**src/design/gecp_pkg.sv**
```systemverilog
// Shared types and constants for the graph eccentricity block.
`default_nettype none
package gecp_pkg;

   localparam int DIST_W    = 32;
   localparam int NPV_W     = 31;
   localparam int VCNT_W    = 7;
   localparam int CSR_IDX_W = 2;
   localparam int RSP_W     = 104;

   localparam logic [CSR_IDX_W-1:0] CSR_VERTEX_COUNT = 2'd0;
   localparam logic [CSR_IDX_W-1:0] CSR_NO_PATH      = 2'd1;

   localparam logic [VCNT_W-1:0] VCNT_RESET = 7'd64;
   localparam logic [NPV_W-1:0]  NPV_RESET  = 31'h7FFF_FFFF;

   typedef struct packed {
      logic entry_accept;
      logic row_end;
      logic first_row;
      logic show;
      logic show_last;
   } ctrl_type;

endpackage
`default_nettype wire

```
**src/design/gecp_ecc_store.sv**
```systemverilog
// Eccentricity store: one write port, one registered read port.
`default_nettype none
module gecp_ecc_store #(
   parameter int DEPTH = 64,
   parameter int AW    = 6
) (
   input  wire logic                      clock,
   input  wire logic                      wr_en,
   input  wire logic [AW-1:0]             wr_addr,
   input  wire logic [gecp_pkg::DIST_W-1:0] wr_data,
   input  wire logic [AW-1:0]             rd_addr,
   output      logic [gecp_pkg::DIST_W-1:0] rd_data
);
   import gecp_pkg::*;

   logic [DIST_W-1:0] mem [DEPTH];
   logic [DIST_W-1:0] rd_data_ff;

   always_ff @(posedge clock) begin
      if (wr_en) begin
         mem[wr_addr] <= wr_data;
      end
      rd_data_ff <= mem[rd_addr];
   end

   assign rd_data = rd_data_ff;

endmodule
`default_nettype wire

```
**src/design/gecp_seq.sv**
```systemverilog
// Sequencer: matrix position counters, load phase and result walk.
`default_nettype none
module gecp_seq #(
   parameter int AW = 6
) (
   input  wire logic              clock,
   input  wire logic              reset,
   input  wire logic              restart,
   input  wire logic [AW-1:0]     last_pos,
   input  wire logic              req_tvalid,
   output      logic              req_tready,
   input  wire logic              rsp_tready,
   output      logic [AW-1:0]     wr_addr,
   output      logic [AW-1:0]     rd_addr,
   output      gecp_pkg::ctrl_type ctrl
);
   import gecp_pkg::*;

   localparam logic [1:0] S_LOAD = 2'd0;
   localparam logic [1:0] S_READ = 2'd1;
   localparam logic [1:0] S_SHOW = 2'd2;

   logic [1:0]    state_ff, state_in;
   logic [AW-1:0] col_ff, col_in;
   logic [AW-1:0] row_ff, row_in;
   logic [AW-1:0] emit_ff, emit_in;
   logic          col_last, row_last, emit_last;

   assign col_last  = (col_ff == last_pos);
   assign row_last  = (row_ff == last_pos);
   assign emit_last = (emit_ff == last_pos);

   assign req_tready        = (state_ff == S_LOAD);
   assign ctrl.entry_accept = req_tready && req_tvalid;
   assign ctrl.row_end      = ctrl.entry_accept && col_last;
   assign ctrl.first_row    = (row_ff == '0);
   assign ctrl.show         = (state_ff == S_SHOW);
   assign ctrl.show_last    = emit_last;
   assign wr_addr           = row_ff;
   assign rd_addr           = emit_ff;

   always_comb begin
      state_in = state_ff;
      col_in   = col_ff;
      row_in   = row_ff;
      emit_in  = emit_ff;
      unique case (state_ff)
         S_LOAD: begin
            if (ctrl.entry_accept) begin
               if (col_last) begin
                  col_in = '0;
                  if (row_last) begin
                     row_in   = '0;
                     emit_in  = '0;
                     state_in = S_READ;
                  end else begin
                     row_in = row_ff + 1'b1;
                  end
               end else begin
                  col_in = col_ff + 1'b1;
               end
            end
         end
         S_READ: begin
            state_in = S_SHOW;
         end
         S_SHOW: begin
            if (rsp_tready) begin
               if (emit_last) begin
                  state_in = S_LOAD;
               end else begin
                  emit_in  = emit_ff + 1'b1;
                  state_in = S_READ;
               end
            end
         end
         default: begin
            state_in = S_LOAD;
         end
      endcase
      if (restart) begin
         col_in = '0;
         row_in = '0;
      end
   end

   always_ff @(posedge clock) begin
      if (reset) begin
         state_ff <= S_LOAD;
         col_ff   <= '0;
         row_ff   <= '0;
         emit_ff  <= '0;
      end else begin
         state_ff <= state_in;
         col_ff   <= col_in;
         row_ff   <= row_in;
         emit_ff  <= emit_in;
      end
   end

   a_phase_excl: assert property (@(posedge clock) disable iff (reset)
      !(req_tready && ctrl.show))
      else $error("input and result phases overlap");

   a_matrix_done: assert property (@(posedge clock) disable iff (reset)
      (ctrl.row_end && row_last && !restart) |=> (state_ff == S_READ))
      else $error("result walk did not start after last entry");

   a_walk_done: assert property (@(posedge clock) disable iff (reset)
      (ctrl.show && rsp_tready && emit_last) |=> req_tready)
      else $error("block not ready after final result");

endmodule
`default_nettype wire

```
**src/design/graph_eccentricity_center_periphery.sv**
```systemverilog
// Top level: graph eccentricity, radius, diameter, center and periphery flags.
//
// Usage:
//   req_ channel carries one distance-matrix entry per item, row-major,
//   vertex_count rows of vertex_count entries. Entries equal to the no-path
//   value are ignored when taking a row maximum.
//   While loading, one entry is taken every cycle; signed compares update
//   the row maximum and, at row end, the running minimum and maximum of the
//   eccentricities; each eccentricity is written to an internal store.
//   After the final entry req_tready drops and the block walks the store,
//   presenting one rsp_ item per vertex in vertex order; each result passes
//   through a store read state, then a presentation state.
//   A stalled result simply holds until rsp_tready rises.
//   After the final result (tlast) the block is ready for the next matrix.
//   Reset (synchronous) restores vertex_count 64 and the largest no-path
//   value; a csr_ write to vertex_count or no-path restarts the loading matrix.
`default_nettype none
module graph_eccentricity_center_periphery #(
   parameter int MAX_VERTICES = 64
) (
   input  wire logic                           clock,
   input  wire logic                           reset,
   input  wire logic                           csr_we,
   input  wire logic [gecp_pkg::CSR_IDX_W-1:0] csr_index,
   input  wire logic [gecp_pkg::NPV_W-1:0]     csr_wdata,
   input  wire logic                           req_tvalid,
   output      logic                           req_tready,
   input  wire logic [gecp_pkg::DIST_W-1:0]    req_tdata,  // distance
   output      logic                           rsp_tvalid,
   input  wire logic                           rsp_tready,
   // vertex_index, eccentricity, is_central, is_peripheral,
   // graph_radius, graph_diameter
   output      logic [gecp_pkg::RSP_W-1:0]     rsp_tdata,
   output      logic                           rsp_tlast  // last_vertex
);
   import gecp_pkg::*;

   localparam int AW = $clog2(MAX_VERTICES);
   localparam int CW = ($clog2(MAX_VERTICES + 1) > VCNT_W) ?
                       $clog2(MAX_VERTICES + 1) : VCNT_W;

   logic [VCNT_W-1:0]        vcnt_ff;
   logic [NPV_W-1:0]         npv_ff;
   logic signed [DIST_W-1:0] row_max_ff;
   logic signed [DIST_W-1:0] min_ff;
   logic signed [DIST_W-1:0] max_ff;

   logic [CW-1:0]            vcnt_ext;
   logic [CW-1:0]            last_wide;
   logic [AW-1:0]            last_pos;
   logic                     restart;
   logic signed [DIST_W-1:0] entry_dist;
   logic signed [DIST_W-1:0] neg_npv;
   logic signed [DIST_W-1:0] new_max;
   logic signed [DIST_W-1:0] ecc;
   logic                     skip;
   logic [AW-1:0]            wr_addr;
   logic [AW-1:0]            rd_addr;
   logic [DIST_W-1:0]        rd_data;
   ctrl_type                 ctrl;

   assign vcnt_ext = CW'(vcnt_ff);
   always_comb begin
      priority if (vcnt_ext == '0) begin
         last_wide = '0;
      end else if (vcnt_ext > CW'(MAX_VERTICES)) begin
         last_wide = CW'(MAX_VERTICES - 1);
      end else begin
         last_wide = vcnt_ext - 1'b1;
      end
   end
   assign last_pos = last_wide[AW-1:0];

   assign restart = csr_we &&
                    ((csr_index == CSR_VERTEX_COUNT) || (csr_index == CSR_NO_PATH));

   assign entry_dist = $signed(req_tdata);
   assign neg_npv    = -$signed({1'b0, npv_ff});
   assign skip       = (entry_dist == $signed({1'b0, npv_ff}));
   assign new_max    = (!skip && (entry_dist > row_max_ff)) ? entry_dist : row_max_ff;

   always_ff @(posedge clock) begin
      if (reset) begin
         vcnt_ff    <= VCNT_RESET;
         npv_ff     <= NPV_RESET;
         row_max_ff <= -$signed({1'b0, NPV_RESET});
      end else if (restart) begin
         if (csr_index == CSR_VERTEX_COUNT) begin
            vcnt_ff    <= csr_wdata[VCNT_W-1:0];
            row_max_ff <= neg_npv;
         end else begin
            npv_ff     <= csr_wdata;
            row_max_ff <= -$signed({1'b0, csr_wdata});
         end
      end else if (ctrl.entry_accept) begin
         row_max_ff <= ctrl.row_end ? neg_npv : new_max;
      end
   end

   always_ff @(posedge clock) begin
      if (ctrl.row_end) begin
         if (ctrl.first_row || (new_max < min_ff)) begin
            min_ff <= new_max;
         end
         if (ctrl.first_row || (new_max > max_ff)) begin
            max_ff <= new_max;
         end
      end
   end

   gecp_seq #(
      .AW(AW)
   ) u_seq (
      .clock      (clock),
      .reset      (reset),
      .restart    (restart),
      .last_pos   (last_pos),
      .req_tvalid (req_tvalid),
      .req_tready (req_tready),
      .rsp_tready (rsp_tready),
      .wr_addr    (wr_addr),
      .rd_addr    (rd_addr),
      .ctrl       (ctrl)
   );

   gecp_ecc_store #(
      .DEPTH(MAX_VERTICES),
      .AW   (AW)
   ) u_store (
      .clock   (clock),
      .wr_en   (ctrl.row_end),
      .wr_addr (wr_addr),
      .wr_data (new_max),
      .rd_addr (rd_addr),
      .rd_data (rd_data)
   );

   assign ecc        = $signed(rd_data);
   assign rsp_tvalid = ctrl.show;
   assign rsp_tlast  = ctrl.show_last;
   assign rsp_tdata  = {max_ff, min_ff, (ecc == max_ff), (ecc == min_ff), ecc,
                        6'(rd_addr)};

endmodule
`default_nettype wire
```
**config.mk**
```make
export PLATFORM = sky130hd
export DESIGN_NAME = graph_eccentricity_center_periphery
export DESIGN_NICKNAME = d
export VERILOG_FILES = /design/src/design/gecp_pkg.sv /design/src/design/gecp_ecc_store.sv /design/src/design/gecp_seq.sv /design/src/design/graph_eccentricity_center_periphery.sv
export SDC_FILE = /design/constraint.sdc
export NUM_CORES = 2
export LEC_CHECK = 0
export BUFFER_PORTS_ARGS = -buffer_cell sky130_fd_sc_hd__buf_2
export CAP_MARGIN = 30
export CORE_MARGIN = 4
export CORE_UTILIZATION = 25
export CTS_CLUSTER_SIZE = 40
export DETAILED_ROUTE_END_ITERATION = 10
export SYNTH_ARGS = -nofsm -noshare
export SYNTH_HDL_FRONTEND = slang
export SYNTH_HIERARCHICAL = 1
export SYNTH_SLANG_ARGS = --single-unit
```
**constraint.sdc**
```tcl
create_clock -name clock -period 9.3 [get_ports clock]
set_clock_uncertainty 0.2 [all_clocks]
set_input_delay 0.465 -clock clock [delete_from_list [all_inputs] [get_ports clock]]
set_output_delay 0.465 -clock clock [all_outputs]
set_load 0.05 [all_outputs]
```
# Word level (Yosys, flattened, before mapping)
# Memories as Yosys holds them, arrays and structs flattened. A register that Yosys moved wholly into a read port is not among the register bits.
# Cells that the tools add are included.
[totals] elab_cells=81 ram_bits=2048 output_inout_bits=107 reg_bits=154 romBits=0 latchBits=0 inputBits=70 memories=1
[mem_list] name="u_store.mem" words=64 width=32 rd=1 rd_clocked_by_memory_dff=1 wr=1 line="gecp_ecc_store.sv:16" source="logic [DIST_W-1:0] mem [DEPTH];"
[classes] reduce_logical=23 n_shift=0 n_mux=23 n_lt_le_gt_ge=4 n_div=0 eq_ne=14 n_bitwise=1 add_sub_neg=6 n_mul=0
[op_table] op="2-to-1 mux 32 bit" count=5
[op_table] op="equality test 32 bit" count=3
[op_table] op="> comparator 32 bit" count=2
[op_table] op="negator 31 -> 32 bit" count=2
[op_table] op="2-to-1 mux 6 bit" count=9
[op_table] op="less-than comparator 32 bit" count=1
[op_table] op="adder 6 x 1 -> 6 bit (second input constant)" count=3
[op_table] op="equality test 6 bit" count=3
[op_table] op="one-hot mux 6 bit (2 select lines)" count=1
[op_table] op="AND reduction 2 bit" count=5
[op_table] op="2-to-1 mux 2 bit" count=4
[op_table] op="!= test 2 bit (second input constant)" count=4
[op_table] op="> comparator 7 bit (second input constant)" count=1
[op_table] op="zero test 7 bit" count=1
[op_table] op="zero test 6 bit" count=1
[op_table] op="one-hot mux 2 bit (3 select lines)" count=1
[op_table] op="AND reduction 6 bit" count=1
[op_table] op="subtractor 6 x 1 -> 6 bit (second input constant)" count=1
[op_table] op="equality test 2 x 1 -> 1 bit (second input constant)" count=2
[op_table] op="logical AND 1 bit" count=4
[op_table] op="zero test 2 bit" count=2
[op_table] op="AND reduction 4 bit" count=1
[op_table] op="nonzero test 2 bit" count=2
[op_table] op="logical OR 1 bit" count=3
[op_table] op="7 further kinds" count=9

# Depth between registers and ports, before layout
[depth] depth_word=8 mapped_depth=22 depth_no_buf=19

# Modules after synthesis
# The synthesis kept the hierarchy.
[by_module_without_submodules] mod="gecp_ecc_store" seq_area_each_um2=62139.6 area_each_um2=78515.3 instances=1 cells_each=3324
[by_module_without_submodules] mod="graph_eccentricity_center_periphery" seq_area_each_um2=3323.2 area_each_um2=10948.0 instances=1 cells_each=1289
[by_module_without_submodules] mod="gecp_seq" seq_area_each_um2=400.4 area_each_um2=1201.2 instances=1 cells_each=142

# Worst setup path before layout
# OpenSTA, ideal clock, no wires.
[synth_timing] kind="input-to-reg" from="input req_tdata[30] (netlist bit)" to="register min_ff[0], enable pin" required_ns=8.634 setup_time_ns=0.466 t_arrival_ns=8.883 cell_stages=20 path_buffers=3 setup_slack_ns=-0.248 cell_sequence="ha_1 -> a21oi_1 -> nand2_1 -> a221oi_1 -> and3_1 -> o2bb2ai_1 -> buf_2 -> nor2_1 -> buf_2 -> clkbuf_1 -> o21ai_0 -> ha_1 -> a21o_1 -> a21o_1 -> a21oi_1 -> o211ai_1 -> a211o_1 -> nor4_1 -> nand2_1 -> o21ai_0"
[synth_between] elab_chain_len=7 elab_cells_between_ends=8 classes_between="order compare (2); eq/ne (1); mux (1); reduce/logical (4)"
[synth_lines] element="start: declaration" line="graph_eccentricity_center_periphery.sv:28" source="input wire logic [gecp_pkg::DIST_W-1:0] req_tdata,"
[synth_lines] element="branches (longest 2 deep; another with > comparator 32 bit)"
[synth_lines] element="logical AND 1 bit (*)" line="graph_eccentricity_center_periphery.sv:80" source="assign new_max = (!skip && (entry_dist > row_max_ff)) ? entry_dist : row_max_ff;"
[synth_lines] element="2-to-1 mux 32 bit (*)" line="graph_eccentricity_center_periphery.sv:80"
[synth_lines] element="named net new_max[9]" line="graph_eccentricity_center_periphery.sv:54" source="logic signed [DIST_W-1:0] new_max;"
[synth_lines] element="less-than comparator 32 bit (*)" line="graph_eccentricity_center_periphery.sv:102" source="if (ctrl.first_row || (new_max < min_ff)) begin"
[synth_lines] element="logical OR 1 bit (*)" line="graph_eccentricity_center_periphery.sv:102"
[synth_lines] element="AND reduction 2 bit (no source line) (*)"
[synth_lines] element="end signal: assignment" line="graph_eccentricity_center_periphery.sv:103" source="min_ff <= new_max;"
[synth_lines] element="end: declaration" line="graph_eccentricity_center_periphery.sv:45" source="logic signed [DIST_W-1:0] min_ff;"
# Mark *: on every way through the listed nets, which the timed path passes.
# A chain may end at the register's enable or synchronous reset.

# Worst setup path after layout
[layout_timing] from="register row_max_ff[27]" to="register max_ff[18], enable pin"
[layout_between] elab_chain_len=6
[layout_lines] element="start: declaration" line="graph_eccentricity_center_periphery.sv:44" source="logic signed [DIST_W-1:0] row_max_ff;"
[layout_lines] element="start signal: assignment" line="graph_eccentricity_center_periphery.sv:86" source="row_max_ff <= -$signed({1'b0, NPV_RESET});"
[layout_lines] element="start signal: assignment" line="graph_eccentricity_center_periphery.sv:90" source="row_max_ff <= neg_npv;"
[layout_lines] element="start signal: assignment" line="graph_eccentricity_center_periphery.sv:93" source="row_max_ff <= -$signed({1'b0, csr_wdata});"
[layout_lines] element="> comparator 32 bit" line="graph_eccentricity_center_periphery.sv:80"
[layout_lines] element="logical AND 1 bit" line="graph_eccentricity_center_periphery.sv:80"
[layout_lines] element="2-to-1 mux 32 bit" line="graph_eccentricity_center_periphery.sv:80"
[layout_lines] element="named net new_max[5]" line="graph_eccentricity_center_periphery.sv:54"
[layout_lines] element="> comparator 32 bit" line="graph_eccentricity_center_periphery.sv:105" source="if (ctrl.first_row || (new_max > max_ff)) begin"
[layout_lines] element="logical OR 1 bit" line="graph_eccentricity_center_periphery.sv:105"
[layout_lines] element="AND reduction 2 bit (no source line)"
[layout_lines] element="end signal: assignment" line="graph_eccentricity_center_periphery.sv:106" source="max_ff <= new_max;"
[layout_lines] element="end: declaration" line="graph_eccentricity_center_periphery.sv:46" source="logic signed [DIST_W-1:0] max_ff;"
# The timed path passes the listed nets, and every way through them passes these cells.

==> impl_metrics.yaml <==
critical_path:
  startpoint: "row_max_ff[27]"
  crit_required_ns: 9.62
  cp-start-kind: "flip-flop"
  crit_fanout: 32
  reg2reg_from: "row_max_ff[27]"
  worst-r2r-cell-count: 17
  r2r_setup_slack_ns: 2.72
  critPathCaptureType: "flip-flop"
  cpPeakStageDelay_ns: 0.83
  worstSetupPathType: "flip-flop to flip-flop"
  regToRegEndpoint: "max_ff[18]"
  crit_slowest_cell: "nor3_2"
  crit_chain: "inv_1 -> ha_1 -> nand4_1 -> nor4_1 -> nand3_1 -> nand2_1 -> buf_4 -> or2_2 -> a21o_2 -> ha_1 -> a21o_1 -> a21o_1 -> a21oi_1 -> o21ai_0 -> a2111oi_0 -> nor3_2 -> buf_4"
  arrival_ns: 6.90
synth:
  synth_cells: 4755
  synth-seq-area-share_pct: 72.6
  synth.distinct_cells: 93
  ys_warn_count: 6
  synth_fp_nets: 4928
  ys_dominant_reg_cell: "edfxtp_1"
  ys_ff_latch: 2234
  postSynthAreaPerCell_um2: 19.1
  async_reset_ff_share_pct: 0
  synth_edf_count: 2112
  synthesis.area_um2: 90700
outcome:
  status: "finished clean"
global_route:
  grt_usage_pct: 14.4
  grt_pass1_vias: 49600
  overflow: 0
  grt_pass1_wl_um: 387000
  antenna_found_initial: 17
  grt_max_degree: 101
clock_network:
  cts-root-buf: "clkbuf_16"
  clk_latency_ns: 0.86
  h-tree-depth: 4
  clk_pin_slew_ns: 0.07
  cts_made_buffers: 222
  cts_sinks: 2234
  cts_setup_buffers: 0
  cts_tree: "yes"
  clock_path_buffers: 3
pwr:
  power_switching_w: 0.00501
  p_per_area_nw_per_um2: 206
  power_frac_comb_pct: 6.5
  ir_worst_vdd_mv: 0.206
  total_power_w: 0.0219
  switching_share_pct: 22.9
  clkPwrFrac_pct: 40.2
  p_seq_share_pct: 53.2
  internal-power_w: 0.0169
  p_leak_nw: 32.7
routing:
  route.detailed.drc: 0
  ant_nets: 0
  drt-initial-drc-count: 6569
  drt-total-wl_um: 277000
  vias: 50100
  dr.pass1.iters: 6
  vias_per_cell: 4.95
  routedWlPerCell_um: 27.3
floorplan:
  pin_count: 177
  dieArea_um2: 372000
  num_rows: 220
  core-area_um2: 360000
  die-height_um: 610
  fp.dieW_um: 610
  initial_core_util_pct: 25.2
placement:
  dpl.hpwl_um: 163000
  numPortBuffers: 176
  gp_routability_congestion: 0.929
timing:
  hold_viol: 0
  slew_headroom_pct: 26.5
  timing.fmax_mhz: 152
  grt_setup_unrepaired: "no"
  final.setup.tns_ns: 0
  setup_viol: 0
  tightest_slew_ns: 1.10
  slew_viol_final: 0
  fin_crit_ns: 6.58
  fin_crit_sh_pct: 70.8
cells_and_area:
  fill_cells: 35100
  drive_above_1_share_pct: 25.3
  layout.nets: 5296
  syn_to_final_growth_pct: 17.3
  mostFrequentLayoutCells: "edfxtp_1, mux4_2, clkbuf_16"
  layout_commonest_cell: "edfxtp_1"
flow_run:
  drv_cap: 0
hold_path:
  min_from: "req_tdata[22]"
  holdPathStages: 4
  holdCritPathClass: "input port to flip-flop"
  worstHoldEndpoint: "row_max_ff[22]"
## cells in the mapped netlist, types with 17 or more instances
cell type	count	area [µm²]
edfxtp_1	2112	63400
mux4_2	544	12300
nor2_1	227	852
nand2_1	148	556
a21oi_1	130	651
inv_1	124	465
clkbuf_1	122	458
dfxtp_1	122	2440
ha_1	103	1290
xor2_1	101	885
mux2i_1	100	1000
o22ai_1	91	569
xnor2_1	76	666
o21ai_0	72	360
buf_2	68	340
nor4_1	44	275
nand4_1	42	263
nor3_1	41	205
and3_1	36	225
o221ai_1	35	307
a211o_1	33	289
nand3_1	29	145
buf_1	28	105
buf_4	27	203
nor2b_1	24	150
a21o_1	22	165
nand2b_1	18	113
a22oi_1	17	128
## worst max-delay path by stage
stage,endpoint,slack (ns),cells after the start
global placement,max_ff[19],2.49,20
floorplan,min_ff[0],0.002,19
CTS,max_ff[17],2.78,20
finish,max_ff[18],2.72,17
detailed placement,min_ff[0],2.60,21
global route,max_ff[17],2.47,16
## cell type report
class                   instances  area [µm²]  share of cell area (%)
multi-input cells            2143       24000                    22.5
repair buffers                397        2810                    2.64
diodes                         41         103                  0.0965
clock buffers                 277        5890                    5.54
flip-flops and latches       2234       65900                    61.9
well taps                    4773        5970                    5.62
clock inverters               138        1260                    1.19
inverters                     125         474                   0.446
## kinds of logic (layout without fill, tap and decap cells)
family	count (synthesis)	in the layout	share of synthesized area [%]
AOI/OAI and AO/OA	512	512	3.77
xor gates and xnor gates	177	177	1.71
adders and majority gates	106	106	1.45
buffers and inverters	378	937	1.84
DFF	2234	2234	72.6
muxes	646	646	14.6
other	0	41	0
and+or+nand+nor	702	702	3.94
## sequential cells by signal, summed over array words and instances (netlist names)
| name | count |
|---|---|
| u_seq/wr_addr | 6 |
| max_ff | 32 |
| u_seq/state_ff | 2 |
| u_seq/col_ff | 6 |
| min_ff | 32 |
| u_store/mem | 2048 |
| vcnt_ext | 7 |
| npv_ff | 31 |
| u_store/rd_data | 32 |
| row_max_ff | 32 |
| u_seq/rd_addr | 6 |
## worst max-delay path: cells and delay by family, from the launching register on
kind | cells | cell delay [ns]
buf+inv | 3 | 0.98
simple gates | 6 | 3.03
flops | 1 | 0.33
compound gates | 6 | 1.08
fa+ha+maj | 2 | 0.59
## power groups by stage
stage                     clock network (W)  registers, W  logic [W]
after floorplan                           0        0.0119   0.000674
after global placement                    0        0.0119    0.00134
after detailed placement                  0        0.0119    0.00140
after CTS                           0.00895        0.0116    0.00143
after global routing                0.00939        0.0116    0.00154
final                               0.00880        0.0116    0.00143
## metal layers
layer	track usage [%]	routed length (µm)	share of wire, %	vias to the layer above
li1	-	-	-	20200
met1	19.7	111000	40	26800
met2	23.1	132000	48	2593
met3	2.27	23000	8.3	461
met4	5.34	10100	3.6	2
met5	0	17	0.0061	-
## stage by stage
stage / util, % / instances / cell area [µm²] / hold slack (ns) / setup slack [ns]
after detailed placement: 27.3 / 9606 / 98400 / 0.306 / 2.60
after floorplan: - / 4755 / 90700 / 0.274 / 0.00171
after global placement: 27.3 / 9601 / 98400 / 0.294 / 2.49
after CTS: 29.5 / 10100 / 106000 / 0.00268 / 2.78
after global routing: 29.5 / 10100 / 106000 / 0.0427 / 2.47
final: 29.5 / 10100 / 106000 / 0.0704 / 2.72
## what timing repair did
item                                   4_1_cts  5_1_grt
endpoints found under the hold margin       76        0
hold buffers                                65        0
resized for setup                            0        0
Note: power is estimated with default switching activity, not from simulation.
